===== src/rtl/bsme_pkg.sv =====
// Shared types for the bounded set membership engine.
// Holds the command kinds, the controller state type, the control bundle and the result layout.
// No dependencies.
package bsme_pkg;

	// Width of the set_count field in a result transaction
	localparam int unsigned COUNT_W = 7;

	// Input command kinds
	typedef enum logic [1:0] {
		KIND_INSERT = 2'd0,
		KIND_REMOVE = 2'd1,
		KIND_QUERY  = 2'd2,
		KIND_CLEAR  = 2'd3
	} kind_t;

	// Controller states
	typedef enum logic {
		ST_IDLE   = 1'b0,
		ST_UPDATE = 1'b1
	} state_t;

	// Commands from the controller to the datapath
	typedef struct packed {
		logic capture;  // latch the input transaction and register the match vector
		logic commit;   // apply the update and load the result register
	} ctrl_cmd_t;

	// One result item
	typedef struct packed {
		logic               sets_equal;
		logic               all_found;
		logic               run_done;
		logic               dropped;
		logic [COUNT_W-1:0] set_count;
		logic               found;
	} result_t;

endpackage


===== src/rtl/bounded_set_membership_engine.sv =====
// Top level of the bounded set membership engine.
// Joins the controller and the datapath and packs the stream ports.
// Depends on bsme_pkg, bsme_ctrl and bsme_datapath.

// Keeps a set of up to SET_DEPTH distinct keys, each compared on its low KEY_WIDTH
// bits. In the cycle an input transaction is accepted the key is compared against
// every cell at once and the match vector is registered; in the update state that
// follows, the set is updated and the result register is loaded. The update waits
// while a previous result is still held by a stalled output, and input is taken
// again once the result is loaded. No clearing pass follows reset; the set is
// empty at once. set_count carries the low 7 bits of the key count.
module bounded_set_membership_engine #(
	parameter int unsigned SET_DEPTH = 64,
	parameter int unsigned KEY_WIDTH = 32
) (
	input  logic        clk,
	input  logic        arst_n,
	input  logic        s_tvalid,
	output logic        s_tready,
	input  logic [31:0] s_tdata,   // [31:0] key
	input  logic [1:0]  s_tuser,   // [1:0] kind
	input  logic        s_tlast,   // last element of a query run
	output logic        m_tvalid,
	input  logic        m_tready,
	output logic [15:0] m_tdata,   // [0] found, [7:1] set_count, [8] dropped,
	                               // [9] all_found, [10] sets_equal, [15:11] zero
	output logic        m_tlast    // run_done
);

	bsme_pkg::ctrl_cmd_t cmd;
	bsme_pkg::result_t   result;

	bsme_ctrl u_ctrl (
		.clk      (clk),
		.arst_n   (arst_n),
		.s_tvalid (s_tvalid),
		.s_tready (s_tready),
		.m_tvalid (m_tvalid),
		.m_tready (m_tready),
		.cmd      (cmd)
	);

	bsme_datapath #(
		.SET_DEPTH (SET_DEPTH),
		.KEY_WIDTH (KEY_WIDTH)
	) u_datapath (
		.clk     (clk),
		.arst_n  (arst_n),
		.cmd     (cmd),
		.in_kind (s_tuser),
		.in_key  (s_tdata),
		.in_last (s_tlast),
		.result  (result)
	);

	// Pack the result transaction
	assign m_tdata = {5'b0, result.sets_equal, result.all_found, result.dropped,
		result.set_count, result.found};
	assign m_tlast = result.run_done;

endmodule


===== src/rtl/bsme_ctrl.sv =====
// Controller state machine of the bounded set membership engine.
// Sequences capture and commit and owns the valid flag of the result register.
// Depends on bsme_pkg.
module bsme_ctrl (
	input  logic               clk,
	input  logic               arst_n,
	input  logic               s_tvalid,
	output logic               s_tready,
	output logic               m_tvalid,
	input  logic               m_tready,
	output bsme_pkg::ctrl_cmd_t cmd
);

	bsme_pkg::state_t state_q;
	bsme_pkg::state_t state_d;
	logic             out_valid_q;
	logic             out_free;

	assign out_free = !out_valid_q || m_tready;

	// Next state
	always_comb begin
		state_d = state_q;
		case (state_q)
			bsme_pkg::ST_IDLE: begin
				if (s_tvalid) state_d = bsme_pkg::ST_UPDATE;
			end
			bsme_pkg::ST_UPDATE: begin
				if (out_free) state_d = bsme_pkg::ST_IDLE;
			end
			default: state_d = bsme_pkg::ST_IDLE;
		endcase
	end

	// Outputs
	always_comb begin
		s_tready    = 1'b0;
		cmd.capture = 1'b0;
		cmd.commit  = 1'b0;
		case (state_q)
			bsme_pkg::ST_IDLE: begin
				s_tready    = 1'b1;
				cmd.capture = s_tvalid;
			end
			bsme_pkg::ST_UPDATE: begin
				cmd.commit = out_free;
			end
			default: begin
				s_tready = 1'b0;
			end
		endcase
	end

	// State register
	always_ff @(posedge clk or negedge arst_n) begin
		if (!arst_n) begin
			state_q <= bsme_pkg::ST_IDLE;
		end else begin
			state_q <= state_d;
		end
	end

	// Result valid flag: set on commit, drop once the transaction is taken
	always_ff @(posedge clk or negedge arst_n) begin
		if (!arst_n) begin
			out_valid_q <= 1'b0;
		end else if (cmd.commit) begin
			out_valid_q <= 1'b1;
		end else if (m_tready) begin
			out_valid_q <= 1'b0;
		end
	end

	assign m_tvalid = out_valid_q;

endmodule


===== src/rtl/bsme_datapath.sv =====
// Datapath of the bounded set membership engine: key cells with valid bits,
// match vector register, counters, query run accumulators and result register.
// Depends on bsme_pkg.
module bsme_datapath #(
	parameter int unsigned SET_DEPTH = 64,
	parameter int unsigned KEY_WIDTH = 32
) (
	input  logic                clk,
	input  logic                arst_n,
	input  bsme_pkg::ctrl_cmd_t cmd,
	input  logic [1:0]          in_kind,
	input  logic [31:0]         in_key,
	input  logic                in_last,
	output bsme_pkg::result_t   result
);

	localparam int unsigned CW = $clog2(SET_DEPTH + 2);
	localparam logic [CW-1:0] LEN_MAX = CW'(SET_DEPTH + 1);

	logic [KEY_WIDTH-1:0] keys_q [SET_DEPTH];
	logic [SET_DEPTH-1:0] valid_q;
	logic [CW-1:0]        count_q;
	logic                 missing_q;
	logic [CW-1:0]        length_q;

	logic [KEY_WIDTH-1:0] key_in;
	logic [SET_DEPTH-1:0] match_s1;
	logic [KEY_WIDTH-1:0] key_s1;
	bsme_pkg::kind_t      kind_s1;
	logic                 last_s1;

	logic                 hit;
	logic                 full;
	logic [SET_DEPTH-1:0] free_vec;
	logic [SET_DEPTH-1:0] free_pick;

	logic [SET_DEPTH-1:0] valid_d;
	logic [CW-1:0]        count_d;
	logic                 missing_d;
	logic [CW-1:0]        length_d;
	logic [SET_DEPTH-1:0] write_en;
	bsme_pkg::result_t    result_d;
	bsme_pkg::result_t    result_q;

	assign key_in = KEY_WIDTH'(in_key);

	// Compare the incoming key against every cell and register the match vector
	always_ff @(posedge clk) begin
		if (cmd.capture) begin
			for (int i = 0; i < SET_DEPTH; i++) begin
				match_s1[i] <= valid_q[i] && (keys_q[i] == key_in);
			end
			key_s1  <= key_in;
			kind_s1 <= bsme_pkg::kind_t'(in_kind);
			last_s1 <= in_last;
		end
	end

	// Hit and full flags, and the lowest free slot as a one-hot vector
	assign hit       = |match_s1;
	assign full      = &valid_q;
	assign free_vec  = ~valid_q;
	assign free_pick = free_vec & (~free_vec + SET_DEPTH'(1));

	// Update of set state and the result for this transaction
	always_comb begin
		valid_d              = valid_q;
		count_d              = count_q;
		missing_d            = missing_q;
		length_d             = length_q;
		write_en             = '0;
		result_d.found       = hit;
		result_d.dropped     = 1'b0;
		result_d.run_done    = 1'b0;
		result_d.all_found   = 1'b0;
		result_d.sets_equal  = 1'b0;
		case (kind_s1)
			bsme_pkg::KIND_INSERT: begin
				if (!hit) begin
					if (full) begin
						result_d.dropped = 1'b1;
					end else begin
						write_en = free_pick;
						valid_d  = valid_q | free_pick;
						count_d  = count_q + CW'(1);
					end
				end
			end
			bsme_pkg::KIND_REMOVE: begin
				if (hit) begin
					valid_d = valid_q & ~match_s1;
					count_d = count_q - CW'(1);
				end
			end
			bsme_pkg::KIND_QUERY: begin
				missing_d = missing_q | !hit;
				if (length_q != LEN_MAX) length_d = length_q + CW'(1);
				if (last_s1) begin
					result_d.run_done   = 1'b1;
					result_d.all_found  = !missing_d;
					result_d.sets_equal = !missing_d && (length_d == count_q);
					missing_d           = 1'b0;
					length_d            = '0;
				end
			end
			bsme_pkg::KIND_CLEAR: begin
				valid_d        = '0;
				count_d        = '0;
				missing_d      = 1'b0;
				length_d       = '0;
				result_d.found = 1'b0;
			end
			default: begin
				valid_d = valid_q;
			end
		endcase
		result_d.set_count = bsme_pkg::COUNT_W'(count_d);
	end

	// Key cells: write the key into the picked free slot
	always_ff @(posedge clk) begin
		if (cmd.commit) begin
			for (int i = 0; i < SET_DEPTH; i++) begin
				if (write_en[i]) keys_q[i] <= key_s1;
			end
		end
	end

	// Set state and run accumulators
	always_ff @(posedge clk or negedge arst_n) begin
		if (!arst_n) begin
			valid_q   <= '0;
			count_q   <= '0;
			missing_q <= 1'b0;
			length_q  <= '0;
		end else if (cmd.commit) begin
			valid_q   <= valid_d;
			count_q   <= count_d;
			missing_q <= missing_d;
			length_q  <= length_d;
		end
	end

	// Result register
	always_ff @(posedge clk) begin
		if (cmd.commit) result_q <= result_d;
	end

	assign result = result_q;

endmodule


===== config.mk =====
export PLATFORM = sky130hd
export DESIGN_NAME = bounded_set_membership_engine
export DESIGN_NICKNAME = d
export VERILOG_FILES = /design/src/rtl/bsme_pkg.sv /design/src/rtl/bounded_set_membership_engine.sv /design/src/rtl/bsme_ctrl.sv /design/src/rtl/bsme_datapath.sv
export SDC_FILE = /design/constraint.sdc
export NUM_CORES = 2
export LEC_CHECK = 0
export BUFFER_PORTS_ARGS = -buffer_cell sky130_fd_sc_hd__buf_2
export CORE_UTILIZATION = 40
export CTS_CLUSTER_SIZE = 16
export DETAILED_ROUTE_END_ITERATION = 8
export GPL_ROUTABILITY_DRIVEN = 0
export PLACE_DENSITY = 0.54
export REMOVE_ABC_BUFFERS = 1
export SLEW_MARGIN = 20
export SYNTH_ARGS = -nofsm -noshare
export SYNTH_HDL_FRONTEND = slang
export SYNTH_SLANG_ARGS = --single-unit

===== constraint.sdc =====
create_clock -name clk -period 9.5 [get_ports clk]
set_input_delay 0.95 -clock clk [delete_from_list [all_inputs] [get_ports clk]]
set_output_delay 0.95 -clock clk [all_outputs]
set_load 0.005 [all_outputs]

* Word level (Yosys, flattened, before mapping)
Memories as Yosys holds them, arrays and structs flattened.
Cells that the tools add are included.
** Storage, ports and cells
- Bits of input ports :: 39
- Memory bits (read-only) :: 0
- Memories kept :: 1
- Word-level logic and storage cells :: 652
- Latch bits :: 0
- Register bits :: 192
- Bits in writable memories :: 2048
- Output and inout port bits :: 19
** Cells by class
- Eq/ne operators :: 72
- Mux-type cells :: 408
- Shifts and indexed selects :: 0
- Divide/modulo/power cells :: 0
- Reductions and logical operators :: 142
- Bitwise logic cells :: 9
- Order comparisons :: 0
- $mul :: 0
- Add/sub/neg operators :: 4
** Memories
- u_datapath.keys_q :: depth 64, bits a word 32, read ports 64, clocked after memory_dff 0, wr ports 1, line bsme_datapath.sv:20 : logic [KEY_WIDTH-1:0] keys_q [SET_DEPTH];
** Operator list (count)
- == test 32 bit :: 64
- two-way mux 32 bit :: 63
- OR reduction 32 bit :: 63
- two-way mux 64 bit :: 6
- two-way mux 6 bit :: 63
- two-way mux 1 bit :: 265
- NOT 64 bit :: 3
- one-hot mux 64 bit (3 select lines) :: 1
- AND 64 bit :: 2
- logical AND 1 bit :: 65
- OR reduction 65 bit :: 1
- adder 64 x 1 -> 64 bit, second input constant :: 1
- bitwise OR 64 bit :: 1
- AND reduction 64 bit :: 1
- OR reduction 64 bit :: 1
- two-way mux 7 bit :: 6
- one-hot mux 7 bit (3 select lines) :: 1
- adder 7 x 1 -> 7 bit, second input constant :: 2
- one-hot mux 7 bit (2 select lines) :: 1
- == test 7 bit :: 1
- inequality test 7 bit, second input constant :: 1
- subtractor 7 x 1 -> 7 bit, second input constant :: 1
- AND reduction 5 bit :: 1
- == test 2 bit, second input constant :: 2
- other kinds (12) :: 19

* Longest topological paths before layout
- Depth after elaboration :: 74
- Depth in mapped cells :: 9
- Gate-level depth less buffers :: 8

* Hierarchy
From an unflattened synthesis, not the netlist that was laid out.
** Second synthesis, totals
- Cells, all modules :: 5878
- Area, all modules :: 93529.7 um^2
** By module, submodules not included
- bsme_datapath :: times used 1, seq. area each 66809.1 um^2, cells each 5864, area each 93394.6 um^2
- bsme_ctrl :: times used 1, seq. area each 50.0 um^2, cells each 8, area each 93.8 um^2
- bounded_set_membership_engine :: times used 1, seq. area each 0.0 um^2, cells each 6, area each 41.3 um^2

* Least setup slack after synthesis
OpenSTA, ideal clock, no wires.
- Kind :: in2reg
- Start point :: input port s_tvalid
- End point :: register u_datapath.key_s1[0], enable pin
- Stages on the path :: 1
- Arrival :: 5259 ps
- Path buffers :: 0
- Library setup time :: 569 ps
- Data required time :: 8931 ps
- Slack :: 3672 ps
- Cells stage by stage :: nor2b_1
** On the way
- Word-level cells in the longest chain between the ends :: 1
** Ends and longest elaborated chain
- start: declaration :: line bounded_set_membership_engine.sv:18 : input logic s_tvalid,
- two-way mux 1 bit :: line bsme_ctrl.sv:40 : case (state_q)
- end signal: assignment :: line bsme_datapath.sv:53 : key_s1 <= key_in;
- end: declaration :: line bsme_datapath.sv:28 : logic [KEY_WIDTH-1:0] key_s1;
Every way passes these cells.
A chain may end at the register's enable or synchronous reset.

* Worst setup path after layout
- Start point :: register u_datapath.match_s1[31]
- End point :: memory u_datapath.keys_q[25][13], in the netlist u_datapath.keys_q[0][813], enable pin
** On the way
- Word-level cells in the longest chain between the ends :: 70
- Elaborated cells between the ends (all ways) :: 384
- Those cells by class :: mux (320); reduce/logical (64)
** Ends and longest elaborated chain
- start: declaration :: line bsme_datapath.sv:27 : logic [SET_DEPTH-1:0] match_s1;
- start signal: indexed assignment :: line bsme_datapath.sv:51 : match_s1[i] <= valid_q[i] && (keys_q[i] == key_in);
- OR reduction 64 bit * :: line bsme_datapath.sv:60 : assign hit = |match_s1;
- two-way mux 64 bit * :: line bsme_datapath.sv:79 : if (!hit) begin
- two-way mux 64 bit * :: line bsme_datapath.sv:77 : case (kind_s1)
- two-way mux 1 bit :: line bsme_datapath.sv:124 : if (write_en[i]) keys_q[i] <= key_s1;
- two-way mux 1 bit :: line bsme_datapath.sv:122 : if (cmd.commit) begin
- two-way mux 1 bit (not written as such) :: line bsme_datapath.sv:124
- OR reduction 32 bit (no source line)
- two-way mux 6 bit (no source line) or two-way mux 1 bit (tied branches) (63 in a row)
- end: declaration :: line bsme_datapath.sv:20
Mark *: on every way between the ends. The rest lies on a longest branch, timed or not.

==> parameters.txt <==
Parameter                              Value

Outcome
  Status    complete, but fails checks
  Violations in the final reports    design-rule violations

Clock tree
  Deepest clock path buffer count    3
  Clock slew at reported path FFs    0.06 ns
  Number of setup buffers added after CTS    0
  Count of instances resized after the clock tree is built    0
  Later-pin clock latency in the skew report    0.91 ns
  CTS sink cnt    2240
  Number of hold-repair buffers added at the cts stage    0
  Number of buffers inserted during clock tree synthesis    233
  Root buffer cell    clkbuf_16
  Maximum level of the CTS H-tree    4
  TritonCTS clock tree    yes

Floorplanning
  Ports placed on the boundary    58
  Vertical die dimension    485 um
  Starting density of the core    40.2%
  Die X-Extent    485 um
  Area of the die    236000 um^2
  Rows    177
  Core Box Area    233000 um^2

Final layout
  Layout Utilization    45.7%
  Number of nets in the layout    6195
  Synth-to-layout area growth    13.7%
  Top library cells by usage in the layout, fill and taps aside    2159 x edfxtp_1, 1654 x xnor2_1, 466 x nand4_1, 384 x xor2_1, 235 x clkbuf_16
  Final instance count without filler cells    9396
  Most frequent standard cell in the layout excluding fill and tap cells    edfxtp_1
  Share of cells above drive strength 1    10.8%
  Fillcell total    20300
  Final non-filler cell area    106000 um^2

Detailed routing
  Drt via density    5.88
  Starting DRC count in detailed routing    8258
  Wire per inst    36.6 um
  Overall via count from detail_route    55200
  DRC viols    4
  First-pass iteration count of the detailed router    8
  Post-DRT Antenna Nets    0
  Drt total wl    344000 um

Yosys
  Warnings from Yosys    0
  Cell area after technology mapping    93500 um^2
  Number of enable flip-flop cells after synthesis    2159
  Most area-hungry cell type in the Yosys netlist    edfxtp_1
  Share of flip-flops with an asynchronous set or reset    3.62%
  Share of the yosys chip area belonging to registers    71.5%
  Main flop type after synthesis    edfxtp_1
  Syn_area_per_cell    15.9 um^2
  Area share of the largest cell type after synthesis    69.3%
  Largest cells by area after synthesis    edfxtp_1 69%, xnor2_1 15%, xor2_1 3.6%, nand4_1 3.1%, dfrtp_1 2.2%
  Count of distinct cell types in the synthesized netlist    64
  FF+latch count, synth    2240
  Cells after synthesis    5894

STA
  Post-route clock skew    0.0523 ns
  Setup repair after global routing missed its margin    false
  Max Clk Rate    194 MHz
  Final Hold Fails    0
  Final setup violation count    0
  Fin worst setup slack    4.36 ns
  Crit path time final    5.14 ns
  Transition time at the pin with the least slew margin    1.30 ns
  Final hold slack    0.185 ns
  Rel. slew slack    12.5%
  Final Cycle Share    54.1%
  Number of pins with negative max-slew slack in the final report    0
  Summed negative setup slack over all endpoints    0 ns

Critical path
  Register-to-Register Path Depth    9
  Critical R2R Launch    u_datapath.match_s1[31]
  CP Max Fanout    40
  Crit start category    register
  Worst endpoint required time    10.04 ns
  Worst setup path start    u_datapath.match_s1[31]
  Arrival time worst endpoint    5.68 ns
  Setup CP Type    reg2reg
  Capturing element of the worst setup path    u_datapath.keys_q[0][813]
  Reg-to-reg endpoint    u_datapath.keys_q[0][813]
  Worst Setup End Kind    register
  Worst reg-to-reg setup slack    4.36 ns

Power and ir drop
  Post-layout total power    22.8 mW
  Power per Cell Area    214 nW/um^2
  Static leakage    32.3 nW
  Largest voltage drop on the vdd net    198 uV

GRT
  Global-route wire length before repair    460000 um
  Met3 track utilization from global routing    3.80%
  Maximum number of pins on one net before global-route repair    64
  Number of antenna violations at the first check in global routing    41
  Most Used Layer, Global Route    met2
  GRT Total Usage    28.8%
  Number of global-route vias before repair    51900
  Leftover overflow at the end of global routing    0
  Met2 layer usage reported by global route    46.4%
  Met1 usage in global routing    40.7%

Min path
  Kind of path behind the tightest hold check    in2async

Placed design
  Count of placed standard cells including taps    8960
  Placed inst area    99100 um^2
  Pre-CTS WS    4.51 ns
  Placed wire-length estimate after detailed placement    178000 um
  PortBufs    52

Job
  Max-cap violations    0
==> state kept, by name, summed over array words and instances (netlist names), 2 cells and up <==
register and cells:
u_datapath.count_q 7, u_datapath.kind_s1 2, u_datapath.result 12, u_datapath.length_q 7, u_datapath.valid_q 64, u_datapath.keys_q 2048, u_datapath.match_s1 64, u_datapath.key_s1 32
==> Yosys cell counts, types with 5 or more instances <==
library cell and instances:
and3_1 21, nor4_1 242, nand4_1 466, xnor2_1 1654
and4_1 9, nor2_1 111, edfxtp_1 2159, nor3_1 51
buf_1 74, o211ai_1 6, o31ai_1 7, xor2_1 384
buf_2 10, buf_4 5, nand3_1 129, inv_1 46
o21ai_0 67, or4_1 5, nand2_1 72, a21oi_1 18
clkbuf_1 187, dfrtp_1 81, o22a_1 8
==> cells by family after synthesis <==
family	count (synthesis)	share of synthesized area, %
AOI/OAI and AO/OA	152	1.05
xor gates and xnor gates	2038	19.1
adders and majority gates	4	0.0535
buffers and inverters	324	1.34
DFF	2240	71.5
muxes	2	0.0214
other	1	0.00401
and+or+nand+nor	1133	6.93
==> worst min path at each step <==
stage,cells past startpoint,end,slack (ns)
after global placement,0,u_datapath.keys_q[0][203],0.47
after floorplan,1,u_datapath.missing_q,0.46
after detailed placement,1,u_datapath.missing_q,0.48
final,1,u_datapath.valid_q[19],0.18
after CTS,1,u_datapath.valid_q[1],0.17
after global routing,1,u_datapath.valid_q[19],0.21
==> critical path: stages (launching register included) <==
cell and delay, ns:
edfxtp_1 0.46, nor4_1 1.11, nand4_1 0.34, or4_2 0.77, buf_4 0.36, a211o_1 0.36, buf_4 0.25, or4_1 0.56
nor2_2 0.12, buf_4 0.39
==> metal layers <==
metal | part of all wire (%) | up-vias
met5 | 0.0038 | -
met4 | 3.0 | 2
li1 | - | 22300
met2 | 47 | 3014
met1 | 42 | 29400
met3 | 8.6 | 503
==> final cells by class <==
class                      count  area [um^2]  share of cell area (%)
clock buffer                 313         6270                    5.90
tap                         3043         3810                    3.58
inverter                      47          176                   0.166
sequential                  2240        66900                    62.9
clock inverter               118          927                   0.872
antenna                        5         12.5                  0.0118
multi-input combinational   3334        25700                    24.2
timing repair buffer         296         2520                    2.37
==> power by group <==
group | internal [mW] | total (mW) | switching (mW) | leakage [nW]
logic | 0.487 | 2.53 | 2.05 | 8.18
clock network | 4.81 | 8.76 | 3.94 | 3.51
registers | 11.3 | 11.5 | 0.192 | 20.6
No activity file was read; power rests on OpenSTA's default activity.
